--- src/assert_macros.svh ---
// ----------------------------------------------------------------------------
// assert_macros.svh
// Assertion shorthands shared by the pixel binning RTL.
// Each macro expects signals named clk and rst in the using scope.
// ----------------------------------------------------------------------------
`ifndef ASSERT_MACROS_SVH
`define ASSERT_MACROS_SVH

// Same-cycle implication, disabled during reset
`define ASSERT_IMPLIES(lbl, ante, cons) \
  lbl: assert property (@(posedge clk) disable iff (rst) (ante) |-> (cons)) \
    else $error("assertion failed");

// Next-cycle implication, disabled during reset
`define ASSERT_NEXT(lbl, ante, cons) \
  lbl: assert property (@(posedge clk) disable iff (rst) (ante) |=> (cons)) \
    else $error("assertion failed");

`endif

--- src/pba_divq.sv ---
// ----------------------------------------------------------------------------
// pba_divq
// Two-stage divider by a small runtime constant: reciprocal multiply,
// then one correction step.
// ----------------------------------------------------------------------------
`default_nettype none

module pba_divq #(
  parameter int NUM_W = 13,
  parameter int REC_W = 17,
  parameter int SHIFT = 16,
  parameter int DEN_W = 5
) (
  input  logic             clk,
  input  logic [NUM_W-1:0] num,
  input  logic [REC_W-1:0] rec,
  input  logic [DEN_W-1:0] den,
  output logic [NUM_W-1:0] quo,
  output logic [DEN_W-1:0] rem
);

  logic [NUM_W+REC_W-1:0] prod;
  logic [NUM_W-1:0]       num_d;
  logic [DEN_W-1:0]       den_d;
  logic [NUM_W-1:0]       q_est;
  logic [NUM_W+DEN_W-1:0] qd;
  logic [NUM_W-1:0]       r_est;
  logic                   fix;

  always_ff @(posedge clk) begin
    prod  <= {{REC_W{1'b0}}, num} * {{NUM_W{1'b0}}, rec};
    num_d <= num;
    den_d <= den;
  end

  always_comb begin
    q_est = prod[SHIFT +: NUM_W];
    qd    = {{DEN_W{1'b0}}, q_est} * {{NUM_W{1'b0}}, den_d};
    r_est = num_d - qd[NUM_W-1:0];
    fix   = r_est >= NUM_W'(den_d);
  end

  always_ff @(posedge clk) begin
    if (fix) begin
      quo <= q_est + NUM_W'(1);
      rem <= DEN_W'(r_est - NUM_W'(den_d));
    end else begin
      quo <= q_est;
      rem <= DEN_W'(r_est);
    end
  end

endmodule

`default_nettype wire

--- config.mk ---
export PLATFORM = sky130hd
export DESIGN_NAME = pba_divq
export DESIGN_NICKNAME = d
export VERILOG_FILES = /design/src/assert_macros.svh /design/src/pba_divq.sv
export SDC_FILE = /design/constraint.sdc
export NUM_CORES = 1
export LEC_CHECK = 0
export BUFFER_PORTS_ARGS = -buffer_cell sky130_fd_sc_hd__buf_2
export CORE_MARGIN = 2
export CORE_UTILIZATION = 30
export CTS_CLUSTER_SIZE = 20
export DETAILED_ROUTE_END_ITERATION = 8
export MAX_ROUTING_LAYER = met4
export PLACE_DENSITY = 0.53
export SLEW_MARGIN = 20
export SYNTH_ARGS = -nofsm -noshare
export SYNTH_HDL_FRONTEND = slang
export SYNTH_SLANG_ARGS = --single-unit
--- constraint.sdc ---
create_clock -name clk -period 6.3 [get_ports clk]
set_input_delay 0.63 -clock clk [delete_from_list [all_inputs] [get_ports clk]]
set_output_delay 0.63 -clock clk [all_outputs]
set_load 0.02 [all_outputs]
==> out/metrics.cfg <==
[logic_synthesis]
yosys.area_share.simple_pct = 16.4
synth_top_area_share_pct = 39.7
yosysWarnings = 0
async_flop_share_pct = 0
ys_seq_area_share_pct = 9.79
syn-cell-area_sq_mm = 0.0100
synth_top_cells_by_count = inv_1 (260), fa_1 (199), nand2_1 (172), and2_1 (116), ha_1 (91)
synthCells = 1114
yosysMostFrequentCell = inv_1
synth_xor_area_share_pct = 4.36
synth_compound_area_share_pct = 5.92
syn_avg_cell_area_sq_um = 9.00
ys.flop_type = dfxtp_1
synthMuxAreaShare_pct = 0.749
synth.top_cells.by_area = fa_1 (40%), ha_1 (11%), dfxtp_1 (9.8%)
synth_edf_count = 0
synth_top_cell_by_area = fa_1
synth_fa_ha_area_share_pct = 51.1
synth_top_family_by_area = adder cells
synth_nets = 1440
ys_types = 56
synth_seq_cells = 49

[flow_run]
drv_cap = 0

[clock_tree]
cts_buffer_depth = 2
postCtsResizedCells = 0
hold_buffers = 0
htreeDepth = 2
cts_buffers = 5
insertion_delay_ns = 0.29
cts.sinks = 49
cts_tree = done
post_cts_buffers = 0
clk_pin_slew_worst_paths_ns = 0.07
cts_root_buf = clkbuf_16

[die]
die_h_um = 187
die_area_sq_mm = 0.0349
start_util_pct = 30.7
io-pin-count = 54
core_area_sq_mm = 0.0327
die_width_um = 187
core.rowCount = 66

[routing]
ant_nets = 0
wirelength_um = 23300
drtIter0Drc = 323
viasPerCell = 4.51
wire_per_inst_um = 14.7
drc_errors = 0
firstDrtPassIters = 4
detailroute.via_count = 7113

[setup_path]
regToRegSetupSlack_ns = 1.00
crit_fanout = 17
path_class = primary input to register
cp.required_ns = 6.53
start_kind = primary input
cp-end-kind = register
worstPathArrival_ns = 5.77

[sta]
fmax_mhz = 181
finalSetupViolCount = 0
finalClockSkew_ns = 0.00461
tns_ns = 0
drv_slew = 0
hold_ws_ns = 0.432
rsz0062_at_grt = no
tightest_slew_ns = 0.542
relSlewSlack_pct = 63.8
fin_crit_sh_pct = 87.9
hold_viol_final = 0
period_minus_slack_ns = 5.54

[grt]
grt_usage_pct = 14.7
grt_pass1_vias = 7949
grt_max_degree = 19
antenna_found_initial = 0
overflow = 0
grt_pass1_wl_um = 40700

[cells_and_area]
seq_area_sq_um = 981
fillCellCount = 3527
diodes = 0
multiInputGateArea_sq_mm = 0.00787
final_layout_size_suffix_gt1_share_pct = 6.95
fin_nets = 1461
syn2layout_area_growth_pct = 8.26

[placed_design]
dp_hpwl_um = 18800
routabilityCongestion = 0.805
io_buffers = 53

[worst_hold_path]
hold_path.class = primary input to register

[run_status]
status = finished, final reports clean

==> final timing paths <==
check,start,endpoint,cells past startpoint
max,num[1],prod[28]$_DFF_P_,19
min,den[4],den_d[4]$_DFF_P_,1
max reg2reg,den_d[4]$_DFF_P_,rem[3]$_DFF_P_,15
min reg2reg,prod[28]$_DFF_P_,quo[12]$_DFF_P_,1
==> cell type report <==
cell class / count / share of cell area [%]
clock inverter: 2 / 0.150
clock buffer: 6 / 1.28
tap: 442 / 5.10
multi-input combinational: 759 / 72.5
sequential: 49 / 9.04
inverter: 260 / 8.99
timing repair buffer: 60 / 2.93
==> layout by cell type, fill, tap and decap left out, types with 11 or more instances in the layout <==
cell type,netlist,final
nand3_1,11,11
and2_1,116,116
inv_1,260,260
xor2_1,18,18
a21oi_1,19,19
xnor2_1,30,30
nand2_1,172,172
buf_2,2,53
dfxtp_1,49,49
fa_1,199,199
ha_1,91,91
a21o_1,12,12
==> worst max-delay path, cell delays in order <==
cell and delay (ns):
buf_2 0.22, and2_1 0.22, fa_1 0.53, inv_1 0.05
fa_1 0.47, inv_1 0.05, fa_1 0.49, inv_1 0.05
fa_1 0.52, inv_1 0.05, fa_1 0.44, ha_1 0.30
and3_1 0.18, a221o_1 0.39, a21o_1 0.23, a211oi_2 0.38
o211ai_1 0.19, a31oi_1 0.24, xnor2_1 0.13
==> state kept, by name (all words and copies together) (netlist names) <==
| name | flops |
|---|---|
| quo | 13 |
| prod | 13 |
| num_d | 13 |
| den_d | 5 |
| rem | 5 |
==> metal layers <==
layer  GRT usage (%)  up-vias  part of all wire (%)
met2            25.2      108                    49
met1            19.4     3637                    47
met5               -        -                     0
met3            1.32       21                   2.6
li1                -     3347                     -
met4            2.11        0                  0.93
==> metrics by stage <==
| stage | util [%] | cell area [sq um] | worst slack [ns] | instances |
|---|---|---|---|---|
| global placement | 32.7 | 10700 | 0.477 | 1570 |
| CTS | 33.2 | 10900 | 0.735 | 1578 |
| finish | 33.2 | 10900 | 0.762 | 1578 |
| global route | 33.2 | 10900 | 0.427 | 1578 |
| detailed placement | 32.7 | 10700 | 0.443 | 1570 |
| floorplan | - | 10000 | 0.849 | 1114 |
==> cells by family (layout without fill, tap and decap cells) <==
group,count (synthesis),after routing
AO/OA/AOI/OAI,79,79
XOR/XNOR,49,49
adder cells (fa/ha/maj),290,290
buffers and inverters,306,328
flip-flops,49,49
multiplexers,7,7
AND/OR/NAND/NOR,334,334
Power is left out: the tool's default activity adds up to more than one toggle a clock period on the data nets, which glitch-free logic cannot reach.
