<file path="src/assert_macros.svh">
// ----------------------------------------------------------------------------
// assert_macros.svh
// Assertion shorthands shared by the pixel binning RTL.
// Each macro expects signals named clk and rst in the using scope.
// ----------------------------------------------------------------------------
`ifndef ASSERT_MACROS_SVH
`define ASSERT_MACROS_SVH

// Same-cycle implication, disabled during reset
`define ASSERT_IMPLIES(lbl, ante, cons) \
  lbl: assert property (@(posedge clk) disable iff (rst) (ante) |-> (cons)) \
    else $error("assertion failed");

// Next-cycle implication, disabled during reset
`define ASSERT_NEXT(lbl, ante, cons) \
  lbl: assert property (@(posedge clk) disable iff (rst) (ante) |=> (cons)) \
    else $error("assertion failed");

`endif

</file>
<file path="src/pba_pkg.sv">
// ----------------------------------------------------------------------------
// pba_pkg
// Widths, register codes, shared types and reciprocal tables for the
// pixel binning block.
// ----------------------------------------------------------------------------
`default_nettype none

package pba_pkg;

  localparam int ROW_W      = 13;
  localparam int PIX_W      = 16;
  localparam int OUT_IDX_W  = 10;
  localparam int BIN_W      = 4;
  localparam int BLK_W      = 11;
  localparam int CFG_IDX_W  = 2;
  localparam int CFG_DATA_W = 11;

  localparam int BIN_EFF_W  = 5;
  localparam int BIN_SQ_W   = 9;

  localparam int REC_LIN_W     = 17;
  localparam int REC_LIN_SHIFT = 16;
  localparam int REC_SQ_W      = 25;
  localparam int REC_SQ_SHIFT  = 24;

  localparam int QDEPTH  = 16;
  localparam int QPTR_W  = 4;
  localparam int QCNT_W  = 5;

  localparam logic [BLK_W-1:0] COL_LIMIT = 11'd1024;

  localparam logic [CFG_IDX_W-1:0] REG_BIN_FACTOR    = 2'd0;
  localparam logic [CFG_IDX_W-1:0] REG_BLOCKS_ACROSS = 2'd1;
  localparam logic [CFG_IDX_W-1:0] REG_BLOCKS_DOWN   = 2'd2;

  typedef struct packed {
    logic                 last_blk;
    logic [OUT_IDX_W-1:0] out_col;
    logic [OUT_IDX_W-1:0] out_row;
  } pba_side_t;

  typedef struct packed {
    logic [OUT_IDX_W-1:0] out_col;
    logic [OUT_IDX_W-1:0] out_row;
    logic [PIX_W-1:0]     mean_value;
  } pba_result_t;

  // floor(2^16 / d)
  function automatic logic [REC_LIN_W-1:0] recip_lin(input logic [BIN_EFF_W-1:0] d);
    logic [REC_LIN_W-1:0] r;
    unique case (d)
      5'd2:    r = 17'd32768;
      5'd3:    r = 17'd21845;
      5'd4:    r = 17'd16384;
      5'd5:    r = 17'd13107;
      5'd6:    r = 17'd10922;
      5'd7:    r = 17'd9362;
      5'd8:    r = 17'd8192;
      5'd9:    r = 17'd7281;
      5'd10:   r = 17'd6553;
      5'd11:   r = 17'd5957;
      5'd12:   r = 17'd5461;
      5'd13:   r = 17'd5041;
      5'd14:   r = 17'd4681;
      5'd15:   r = 17'd4369;
      5'd16:   r = 17'd4096;
      default: r = 17'd65536;
    endcase
    return r;
  endfunction

  // floor(2^24 / d^2)
  function automatic logic [REC_SQ_W-1:0] recip_sq(input logic [BIN_EFF_W-1:0] d);
    logic [REC_SQ_W-1:0] r;
    unique case (d)
      5'd2:    r = 25'd4194304;
      5'd3:    r = 25'd1864135;
      5'd4:    r = 25'd1048576;
      5'd5:    r = 25'd671088;
      5'd6:    r = 25'd466033;
      5'd7:    r = 25'd342392;
      5'd8:    r = 25'd262144;
      5'd9:    r = 25'd207126;
      5'd10:   r = 25'd167772;
      5'd11:   r = 25'd138654;
      5'd12:   r = 25'd116508;
      5'd13:   r = 25'd99273;
      5'd14:   r = 25'd85598;
      5'd15:   r = 25'd74565;
      5'd16:   r = 25'd65536;
      default: r = 25'd16777216;
    endcase
    return r;
  endfunction

endpackage

`default_nettype wire

</file>
<file path="src/pba_if.sv">
// ----------------------------------------------------------------------------
// pba_if
// Valid/ready stream interfaces for raw pixels and binned results.
// ----------------------------------------------------------------------------
`default_nettype none


interface pba_out_if;
  import pba_pkg::*;

  logic                 valid;
  logic                 ready;
  logic [OUT_IDX_W-1:0] out_col;
  logic [OUT_IDX_W-1:0] out_row;
  logic [PIX_W-1:0]     mean_value;

  modport source (output valid, output out_col, output out_row, output mean_value,
                  input ready);
  modport sink   (input valid, input out_col, input out_row, input mean_value,
                  output ready);
endinterface

`default_nettype wire

</file>
<file path="src/pba_outq.sv">
// ----------------------------------------------------------------------------
// pba_outq
// Result queue between the binning pipeline and the output channel.
// ----------------------------------------------------------------------------
`default_nettype none
`include "assert_macros.svh"

module pba_outq (
  input  logic                  clk,
  input  logic                  rst,
  input  logic                  push,
  input  pba_pkg::pba_result_t  push_data,
  output logic                  pop,
  pba_out_if.source             binned
);
  import pba_pkg::*;

  pba_result_t       q_mem [QDEPTH];
  logic [QPTR_W-1:0] wr_ptr;
  logic [QPTR_W-1:0] rd_ptr;
  logic [QCNT_W-1:0] count;

  assign binned.valid      = count != '0;
  assign binned.out_col    = q_mem[rd_ptr].out_col;
  assign binned.out_row    = q_mem[rd_ptr].out_row;
  assign binned.mean_value = q_mem[rd_ptr].mean_value;
  assign pop               = binned.valid && binned.ready;

  always_ff @(posedge clk) begin
    if (push) begin
      q_mem[wr_ptr] <= push_data;
    end
  end

  always_ff @(posedge clk) begin
    if (rst) begin
      wr_ptr <= '0;
      rd_ptr <= '0;
      count  <= '0;
    end else begin
      if (push) begin
        wr_ptr <= wr_ptr + QPTR_W'(1);
      end
      if (pop) begin
        rd_ptr <= rd_ptr + QPTR_W'(1);
      end
      count <= count + QCNT_W'(push) - QCNT_W'(pop);
    end
  end

  `ASSERT_IMPLIES(q_no_overflow, push, (count != QCNT_W'(QDEPTH)) || pop)
  `ASSERT_IMPLIES(q_count_range, 1'b1, count <= QCNT_W'(QDEPTH))

endmodule

`default_nettype wire
</file>
<file path="src/flat_wrapper.sv">
// flat-port wrapper written by rule: the top's interface ports become plain ports
module pba_outq_flat import pba_pkg::*;
  (clk, rst, push, push_data, pop, binned_valid, binned_out_col, binned_out_row, binned_mean_value, binned_ready);
  pba_out_if binned_i ();
  input  logic clk;
  input  logic rst;
  input  logic push;
  input  pba_pkg::pba_result_t push_data;
  output logic pop;
  output wire logic [$bits(binned_i.valid)-1:0] binned_valid;
  output wire logic [$bits(binned_i.out_col)-1:0] binned_out_col;
  output wire logic [$bits(binned_i.out_row)-1:0] binned_out_row;
  output wire logic [$bits(binned_i.mean_value)-1:0] binned_mean_value;
  input wire logic [$bits(binned_i.ready)-1:0] binned_ready;
  assign binned_valid = binned_i.valid;
  assign binned_out_col = binned_i.out_col;
  assign binned_out_row = binned_i.out_row;
  assign binned_mean_value = binned_i.mean_value;
  assign binned_i.ready = binned_ready;
  pba_outq u_core (.clk(clk), .rst(rst), .push(push), .push_data(push_data), .pop(pop), .binned(binned_i));
endmodule
</file>
<file path="config.mk">
export PLATFORM = sky130hd
export DESIGN_NAME = pba_outq_flat
export DESIGN_NICKNAME = d
export VERILOG_FILES = /design/src/pba_pkg.sv /design/src/pba_if.sv /design/src/pba_outq.sv /design/src/flat_wrapper.sv
export VERILOG_INCLUDE_DIRS = /design/src /design/src/src
export SDC_FILE = /design/constraint.sdc
export NUM_CORES = 1
export LEC_CHECK = 0
export BUFFER_PORTS_ARGS = -buffer_cell sky130_fd_sc_hd__clkbuf_2
export CORE_MARGIN = 2
export CORE_UTILIZATION = 61
export DETAILED_ROUTE_END_ITERATION = 7
export PLACE_DENSITY = 0.81
export REMOVE_ABC_BUFFERS = 1
export SYNTH_ARGS = -nofsm -noshare
export SYNTH_HDL_FRONTEND = slang
export SYNTH_SLANG_ARGS = --single-unit
</file>
<file path="constraint.sdc">
create_clock -name clk -period 3.1 [get_ports clk]
set_input_delay 0.31 -clock clk [delete_from_list [all_inputs] [get_ports clk]]
set_output_delay 0.31 -clock clk [all_outputs]
set_load 0.03 [all_outputs]
</file>
==> results.txt, run 1 <==
The core region is 36,350 um^2. The H-tree was split into 2 levels. For the residual antenna-violating net count after detailed routing, the log shows 0. The Yosys step of the flow raised 0 warnings. The tools report the I/O pin total as 78.

The library cell used most frequently in the layout, excluding fill and tap cells, is sky130_fd_sc_hd__edfxtp_1. The area share of the largest cell type after synthesis is 0.7725. The number of buffers created by CTS came out at 56. In the final design database the tool counted 1,151 nets. The worst-margin pin slew came out at 0.7517 ns. The clock net in this run drives a total of 593 sinks. After detailed routing, the number of remaining DRC violations is 0. The min-delay analysis places its worst path in the category in2reg. The number of antenna violations at the first check in global routing is 1.

The tools report the sequential fraction of design power as 0.468. The cell family with the largest share of critical-path delay was buffers and inverters. In this run the power density over the cells is 760.4 nW/um^2.

After detailed routing, the number of vias per cell comes to 6.723. The first global-routing pass estimated 74,890 um of wire. The critical path in this run is classified as reg2out.

The switching fraction of total power was 0.2541. TritonCTS built the clock tree. The clock tree skew after final layout came out at 0.03239 ns.

The run gives 90 as the largest net degree at the start of global routing. The tools report the post-synthesis cell area as 22,390 um^2. The run gives 0.07012 ns as the final hold slack. The length in cells of the worst reg-to-reg path is 13, and the initial standard-cell utilization of the core is 0.6160. Worst slack at placement: 0.09758 ns. Setup repair after global routing left no endpoint under its margin.

Root cell of the clock tree: sky130_fd_sc_hd__clkbuf_16. The tool flagged a number of max-cap violations equal to 0. Counting flops and latches in the post-synthesis netlist gives 593. The sequential cell area fraction in the yosys report is 0.7877. Setup violations remaining at the end of the flow were counted as 0.

The power consumption is 19,310 uW. The total congestion overflow after global routing came out at 0. The run finished with clean final reports. The worst path arrival time came out at 2.63 ns. The first routing iteration left 1,421 violations. Die span in y: 195.6 um.

The run gives 0.2741 as the combined global-route utilization of all metal layers. After synthesis, the netlist uses 28 different library cells. The floorplan has 70 rows. The internal power of the cells totals 14,400 uW. Detailed placement ended at an HPWL of 24,040 um.

STA classifies the critical path startpoint as a flip-flop. The sum of negative setup slack was 0 ns. Post-CTS timing repair inserted 0 buffers for setup.

In the layout the commonest cells are sky130_fd_sc_hd__edfxtp_1 (576), sky130_fd_sc_hd__mux4_2 (144), sky130_fd_sc_hd__clkbuf_2 (77). STA puts the critical path data required time at 2.79 ns. After synthesis, the cell types taking the most area are sky130_fd_sc_hd__edfxtp_1 (77%), sky130_fd_sc_hd__mux4_2 (14%), sky130_fd_sc_hd__a22oi_1 (2.4%), sky130_fd_sc_hd__dfxtp_1 (1.5%), sky130_fd_sc_hd__nand2_1 (0.67%). The via count of the first global-routing pass was 11,360. The tools report the area of the die as 38,260 um^2. After detailed placement, the total cell area comes to 23,570 um^2. The proportion of layout cells with a drive suffix above 1 came out at 0.3141.

Critical path endpoint category: an output pin. The worst path setup slack after routing is 0.1621 ns, and the horizontal die dimension is 195.6 um. In this run the number of cells on the critical path is 5. Headroom to the max-slew limit: 0.4989.

The final route contains 10,860 vias. The cell type contributing the most total cell area after synthesis is sky130_fd_sc_hd__edfxtp_1. The tools report the switching power of the nets as 4906 uW.

The part of the cycle the worst path needs is 0.9477, and the number of buffers between clock root and the deepest sink is 3. The total buffers and inverters traversed by the critical path was 2. The max-slew violation count is 0. Traced cell by cell, the critical path runs through buf_12 -> mux4_2 -> a22oi_1 -> nand2_1 -> clkbuf_2. Summing all non-filler instances in the final layout gives an area of 25,390 um^2. Synthesis handed over a netlist of 980 instances.

The leakage power of the design is 0.008098 uW, and the number of input and output port buffers inserted is 77. The smallest clock period supported by the final layout is computed as 2.938 ns. Along the worst path, the maximum fanout reaches 44. Placer's final routability congestion estimate: 0.7221.

The delay of the slowest cell on the worst path is 0.58 ns. The total wire length came out at 50,640 um. The tools report the combinational share of power as 0.185. Area added between synthesis and finish: 13.38%. The mean post-synth cell area is 22.85 um^2. Static timing analysis puts the maximum clock frequency at 340.4 MHz. The tools report the hold violation total from the final report as 0. Clock-pin slew was measured on the worst setup and hold paths at 0.06 ns. The run gives 0.0005200 V as the maximum vdd ir drop. The worst hold path stage count was 3. The number of iterations in the first detailed-routing pass is 5. Dividing the detail-routed wire length by the instance count gives 31.36 um. The logs give 0.348 for the relative contribution of the clock network to total power and 0.61 ns for the source-to-sink clock delay at the later pin of the worst-skew pair.

The master of the slowest instance on the critical path was sky130_fd_sc_hd__mux4_2.
state kept, by name (all words and copies together) (netlist names), named ones only:
register and flops:
u_core.q_mem 576, u_core.count 5, u_core.rd_ptr 4, u_core.wr_ptr 4
repair_timing:
action                                  CTS  global route
endpoints found under the setup margin    0             1
hold buffers                              0             0
resized for setup                         0             3
endpoints found under the hold margin     0             0
layout make-up:
cell class	instances	area, um^2
tap	468	585.6
clock inverter	35	280.3
clock buffer	70	1525
fill	2013	10960
multi-input combinational	328	4512
antenna	1	2.502
sequential	593	17640
inverter	9	33.78
timing repair buffer	111	803.3
cells by family (layout without fill, tap and decap cells):
group,after synthesis,count (layout),share of synthesized area
flip-flops,593,593,0.7877
multiplexers,145,145,0.1453
AND/OR/NAND/NOR,84,84,0.01771
AO/OA/AOI/OAI,78,78,0.02559
buffers and inverters,59,225,0.01319
adder cells (fa/ha/maj),12,12,0.007041
XOR/XNOR,9,9,0.003521
other,0,1,0
power by group through the flow:
| stage | registers [uW] | clock network [uW] | logic [uW] |
|---|---|---|---|
| finish | 9030 | 6710 | 3570 |
| global route | 9040 | 7040 | 3810 |
| CTS | 9030 | 6760 | 3600 |
| detailed placement | 9190 | 0 | 3530 |
| global placement | 9180 | 0 | 3460 |
| floorplan | 9500 | 0 | 2230 |
metal layers:
| layer | share of wire | GRT usage | up-vias |
|---|---|---|---|
| met5 | 0.00028 | 0 | - |
| met4 | 0.023 | 0.08425 | 2 |
| met3 | 0.095 | 0.06183 | 94 |
| met2 | 0.51 | 0.4497 | 699 |
| met1 | 0.37 | 0.3755 | 5682 |
| li1 | - | - | 4380 |
per-stage QoR:
stage	std cells	utilization
6_report	1615	0.6985
5_1_grt	1614	0.6984
4_1_cts	1614	0.6981
3_5_place_dp	1509	0.6485
3_3_place_gp	1509	0.6485
2_1_floorplan	930	-
worst register-to-register path: stages, from the launching register on:
cell,delay [ns]
sky130_fd_sc_hd__dfxtp_1,0.32
sky130_fd_sc_hd__inv_1,0.09
sky130_fd_sc_hd__ha_1,0.16
sky130_fd_sc_hd__or4b_4,0.50
sky130_fd_sc_hd__nand2_2,0.12
sky130_fd_sc_hd__inv_1,0.06
sky130_fd_sc_hd__ha_1,0.27
sky130_fd_sc_hd__inv_1,0.05
sky130_fd_sc_hd__ha_1,0.21
sky130_fd_sc_hd__fa_2,0.38
sky130_fd_sc_hd__a21oi_1,0.14
sky130_fd_sc_hd__nor2_1,0.06
sky130_fd_sc_hd__or3_1,0.34
sky130_fd_sc_hd__a21oi_1,0.13
worst paths after layout:
check                                                   start                         end  slack (ns)
worst max-delay path                                flip-flop           binned_out_col[3]        0.16
worst min-delay path                             binned_ready                   flip-flop        0.07
worst min register to register  u_core.rd_ptr[1]$_SDFFE_PP0N_                   flip-flop        0.51
worst max register to register     u_core.count[2]$_SDFF_PP0_  u_core.count[4]$_SDFF_PP0_        0.22
Yosys cell counts:
cell,n
sky130_fd_sc_hd__a21o_1,1
sky130_fd_sc_hd__a21oi_1,4
sky130_fd_sc_hd__a22oi_1,72
sky130_fd_sc_hd__and2_1,17
sky130_fd_sc_hd__and3_1,2
sky130_fd_sc_hd__and3b_1,1
sky130_fd_sc_hd__buf_1,3
sky130_fd_sc_hd__buf_2,17
sky130_fd_sc_hd__buf_6,7
sky130_fd_sc_hd__clkbuf_1,23
sky130_fd_sc_hd__dfxtp_1,17
sky130_fd_sc_hd__edfxtp_1,576
sky130_fd_sc_hd__fa_1,1
sky130_fd_sc_hd__ha_1,11
sky130_fd_sc_hd__inv_1,9
sky130_fd_sc_hd__mux2i_1,1
sky130_fd_sc_hd__mux4_2,144
sky130_fd_sc_hd__nand2_1,40
sky130_fd_sc_hd__nand3_1,3
sky130_fd_sc_hd__nand4_1,1
sky130_fd_sc_hd__nor2_1,13
sky130_fd_sc_hd__nor2b_1,4
sky130_fd_sc_hd__nor3b_1,1
sky130_fd_sc_hd__o21ai_0,1
sky130_fd_sc_hd__or3_1,1
sky130_fd_sc_hd__or4b_1,1
sky130_fd_sc_hd__xnor2_1,3
sky130_fd_sc_hd__xor2_1,6
No activity file was read; power rests on OpenSTA's default activity.
==> inputs of run 2 (changes only) <==
CTS_BUF_LIST = sky130_fd_sc_hd__clkbuf_16   (was not set)
==> run 2 against run 1 <==
  * Wire length decreased by 1.6%
  * Setup slack improved by 0.023 ns
  * Maximum frequency increased by 0.77%
  * Worst hold slack got worse by 0.0087 ns
  * Cell count unchanged
  * Core utilization decreased by 0.14 points
  * Flip-flop and latch count unchanged
  * Combinational power about the same
==> results.txt, run 2 (synthesis gave the netlist of run 1 again) <==
The number of iterations in the first detailed-routing pass came out at 5. The post-layout minimum cycle time was 2.915 ns. Setup violations remaining at the end of the flow were counted as 0. The flip-flop count of the largest register after layout was 576. The worst path arrival time is 2.61 ns. In this run the count of I/O pins placed on the die edge is 78. At the pin with the least slew margin, the transition time is 0.7762 ns. Summed over all cells, the static leakage comes to 0.008104 uW. The critical path endpoint category is an output pin. Before CTS, the worst setup slack after placement is 0.09758 ns.

TritonCTS built the clock tree. Entering global routing, the biggest net connects 90 pins. The run gives 0 as the number of design rule violations left after detail routing. The number of input and output port buffers inserted is 77, and the max-slew violation count is 0. Part of the cycle the worst path needs: 0.9404. STA puts the critical path data required time at 2.79 ns. Together, buffers and inverters on the worst path number 2. The delay of the slowest cell on the worst path is 0.58 ns, and the count of H-tree levels built during CTS is 2. The initial standard-cell utilization of the core is 0.6160. The tools report the source-to-sink clock delay at the later pin of the worst-skew pair as 0.61 ns. The combined global-route utilization of all metal layers was 0.2706. No sink is reached through more buffers than the 3 on the longest clock path. Setup slack on the worst reg-to-reg path comes out at 0.22 ns. The run finished with clean final reports.

The peak fanout along the critical path was 17; the clock tree skew after final layout was 0.02211 ns. TritonCTS created 56 clock buffers. STA classifies the critical path startpoint as a flip-flop.

In the post-route analysis, the smallest setup slack over all paths is 0.1847 ns. The multi-input combinational cells in the finished layout cover a total of 4512 um^2. Buffers added to address setup during post-CTS repair amount to 0. The most common library cell in the layout ignoring fill and taps was sky130_fd_sc_hd__edfxtp_1. The placer's final routability congestion estimate is 0.7221.

The area added between synthesis and finish works out to 13.15%. Setup repair after global routing left no endpoint under its margin. In the layout the commonest cells are sky130_fd_sc_hd__edfxtp_1 (576), sky130_fd_sc_hd__mux4_2 (144), sky130_fd_sc_hd__clkbuf_2 (77). The hold violation total from the final report is 0. The largest registers in the layout are u_core.q_mem: 576 flops, u_core.count: 5 flops. The power per unit of standard cell area is 755.3 nW/um^2, and the number of antenna violations at the first check in global routing is 1. Hold is met by 0.06142 ns.

Across the run, the number of max-cap violations was 0. The signal on the critical path passes through buf_4 -> mux4_2 -> a22oi_1 -> nand2_1 -> clkbuf_2. The floorplan row count is 70, and the area of the core is 36,350 um^2. The die covers 38,260 um^2. Counting flops per register, the top entry is u_core.q_mem. The timing-limited maximum frequency is 343.0 MHz, and the total wire length is 49,850 um. The die span in y works out to 195.6 um. The kind of cell with the highest combined delay along the critical path is buffers and inverters.

Once layout is done, the placed cells without fillers occupy 25,340 um^2. The first global-routing pass estimated 73,890 um of wire. Number of nets in the layout: 1,151. The tools report the total congestion overflow after global routing as 0. After clock tree synthesis, the clock-pin slew on the worst setup and hold paths is 0.06 ns. Number of fill cells: 2,023. The run gives 0 as the residual antenna-violating net count after detailed routing.

The path type of the worst setup path is reg2out. Estimated wirelength of the detail-placed design: 24,040 um. Type of the tightest min-delay check: in2reg. The number of clock sinks was 593. Proportion of layout cells with a drive suffix above 1: 0.3098. The tree is rooted in a sky130_fd_sc_hd__clkbuf_16. The via count of the first global-routing pass is 11,380. Using the TritonRoute via totals, the vias-per-cell ratio works out to 6.728.

Headroom to the max-slew limit: 0.4825. In this run the cell area measured after placement is 23,570 um^2. The post-detailed-route wirelength per cell was 30.87 um; the detailed-route via count was 10,870.

Among all stages on the critical path, the largest delay is contributed by sky130_fd_sc_hd__mux4_2. The tools report the maximum vdd ir drop as 0.0005172 V. In this run the horizontal extent of the chip is 195.6 um. In this run, the number of DRC markers left after iteration 0 of detailed routing was 1,394. The run gives 17,640 um^2 as the area used by sequential logic in the layout.
run 2: cell count changes in the layout (fill, tap and decap cells not counted):
cell                       change
sky130_fd_sc_hd__clkinv_1      +5
sky130_fd_sc_hd__clkbuf_1      -8
sky130_fd_sc_hd__clkbuf_8      -5
sky130_fd_sc_hd__inv_1         +8
run 2: what timing repair did:
action                     in CTS  in global routing
setup endpoints to repair       0                  1
gates resized for setup         0                  3
hold buffers                    0                  0
run 2: path summary, 6_finish.rpt:
| kind | startpoint | endpoint | depth (start not counted) |
|---|---|---|---|
| worst min register to register | u_core.rd_ptr[1]$_SDFFE_PP0N_ | flip-flop | 2 |
| worst min-delay path | binned_ready | flip-flop | 3 |
| worst max-delay path | flip-flop | binned_mean_value[9] | 5 |
| worst max register to register | u_core.count[2]$_SDFF_PP0_ | u_core.count[4]$_SDFF_PP0_ | 13 |
run 2: final cells by class:
type                            instances  area share
Clock inverter                         48     0.01299
Inverter                                9    0.001333
Timing Repair Buffer                  111     0.03170
Clock buffer                           57     0.05630
Antenna cell                            1  0.00009877
Multi-Input combinational cell        328      0.1781
Tap cell                              468     0.02311
Sequential cell                       593      0.6964
run 2: worst reg2reg max path, delay by kind of cell (launching register included):
kind / cells / cell delay [ns]
fa+ha+maj: 4 / 1.02
compound gates: 2 / 0.27
buf+inv: 3 / 0.20
flops: 1 / 0.32
simple gates: 4 / 1.02
run 2: layer usage:
layer / vias to the layer above / track usage / part of all wire / wire length [um]
met2: 707 / 0.4425 / 0.50 / 24970
met4: 2 / 0.09217 / 0.028 / 1415
li1: 4376 / - / - / -
met1: 5671 / 0.3694 / 0.37 / 18520
met5: - / 0 / 0.00030 / 15
met3: 109 / 0.05924 / 0.099 / 4929
run 2: power by group:
part	internal, uW	switching (uW)
Combinational	1640	1930
Sequential	8940	86.1
Clock	3670	2880
run 2: metrics by stage:
stage	util	TNS [ns]	power, uW	cells
6_report	0.6971	0	19140	1615
5_1_grt	0.6970	0	19730	1614
4_1_cts	0.6968	0	19230	1614
3_5_place_dp	0.6485	0	12720	1509
3_3_place_gp	0.6485	0	12640	1509
2_1_floorplan	-	-151.65	11730	930
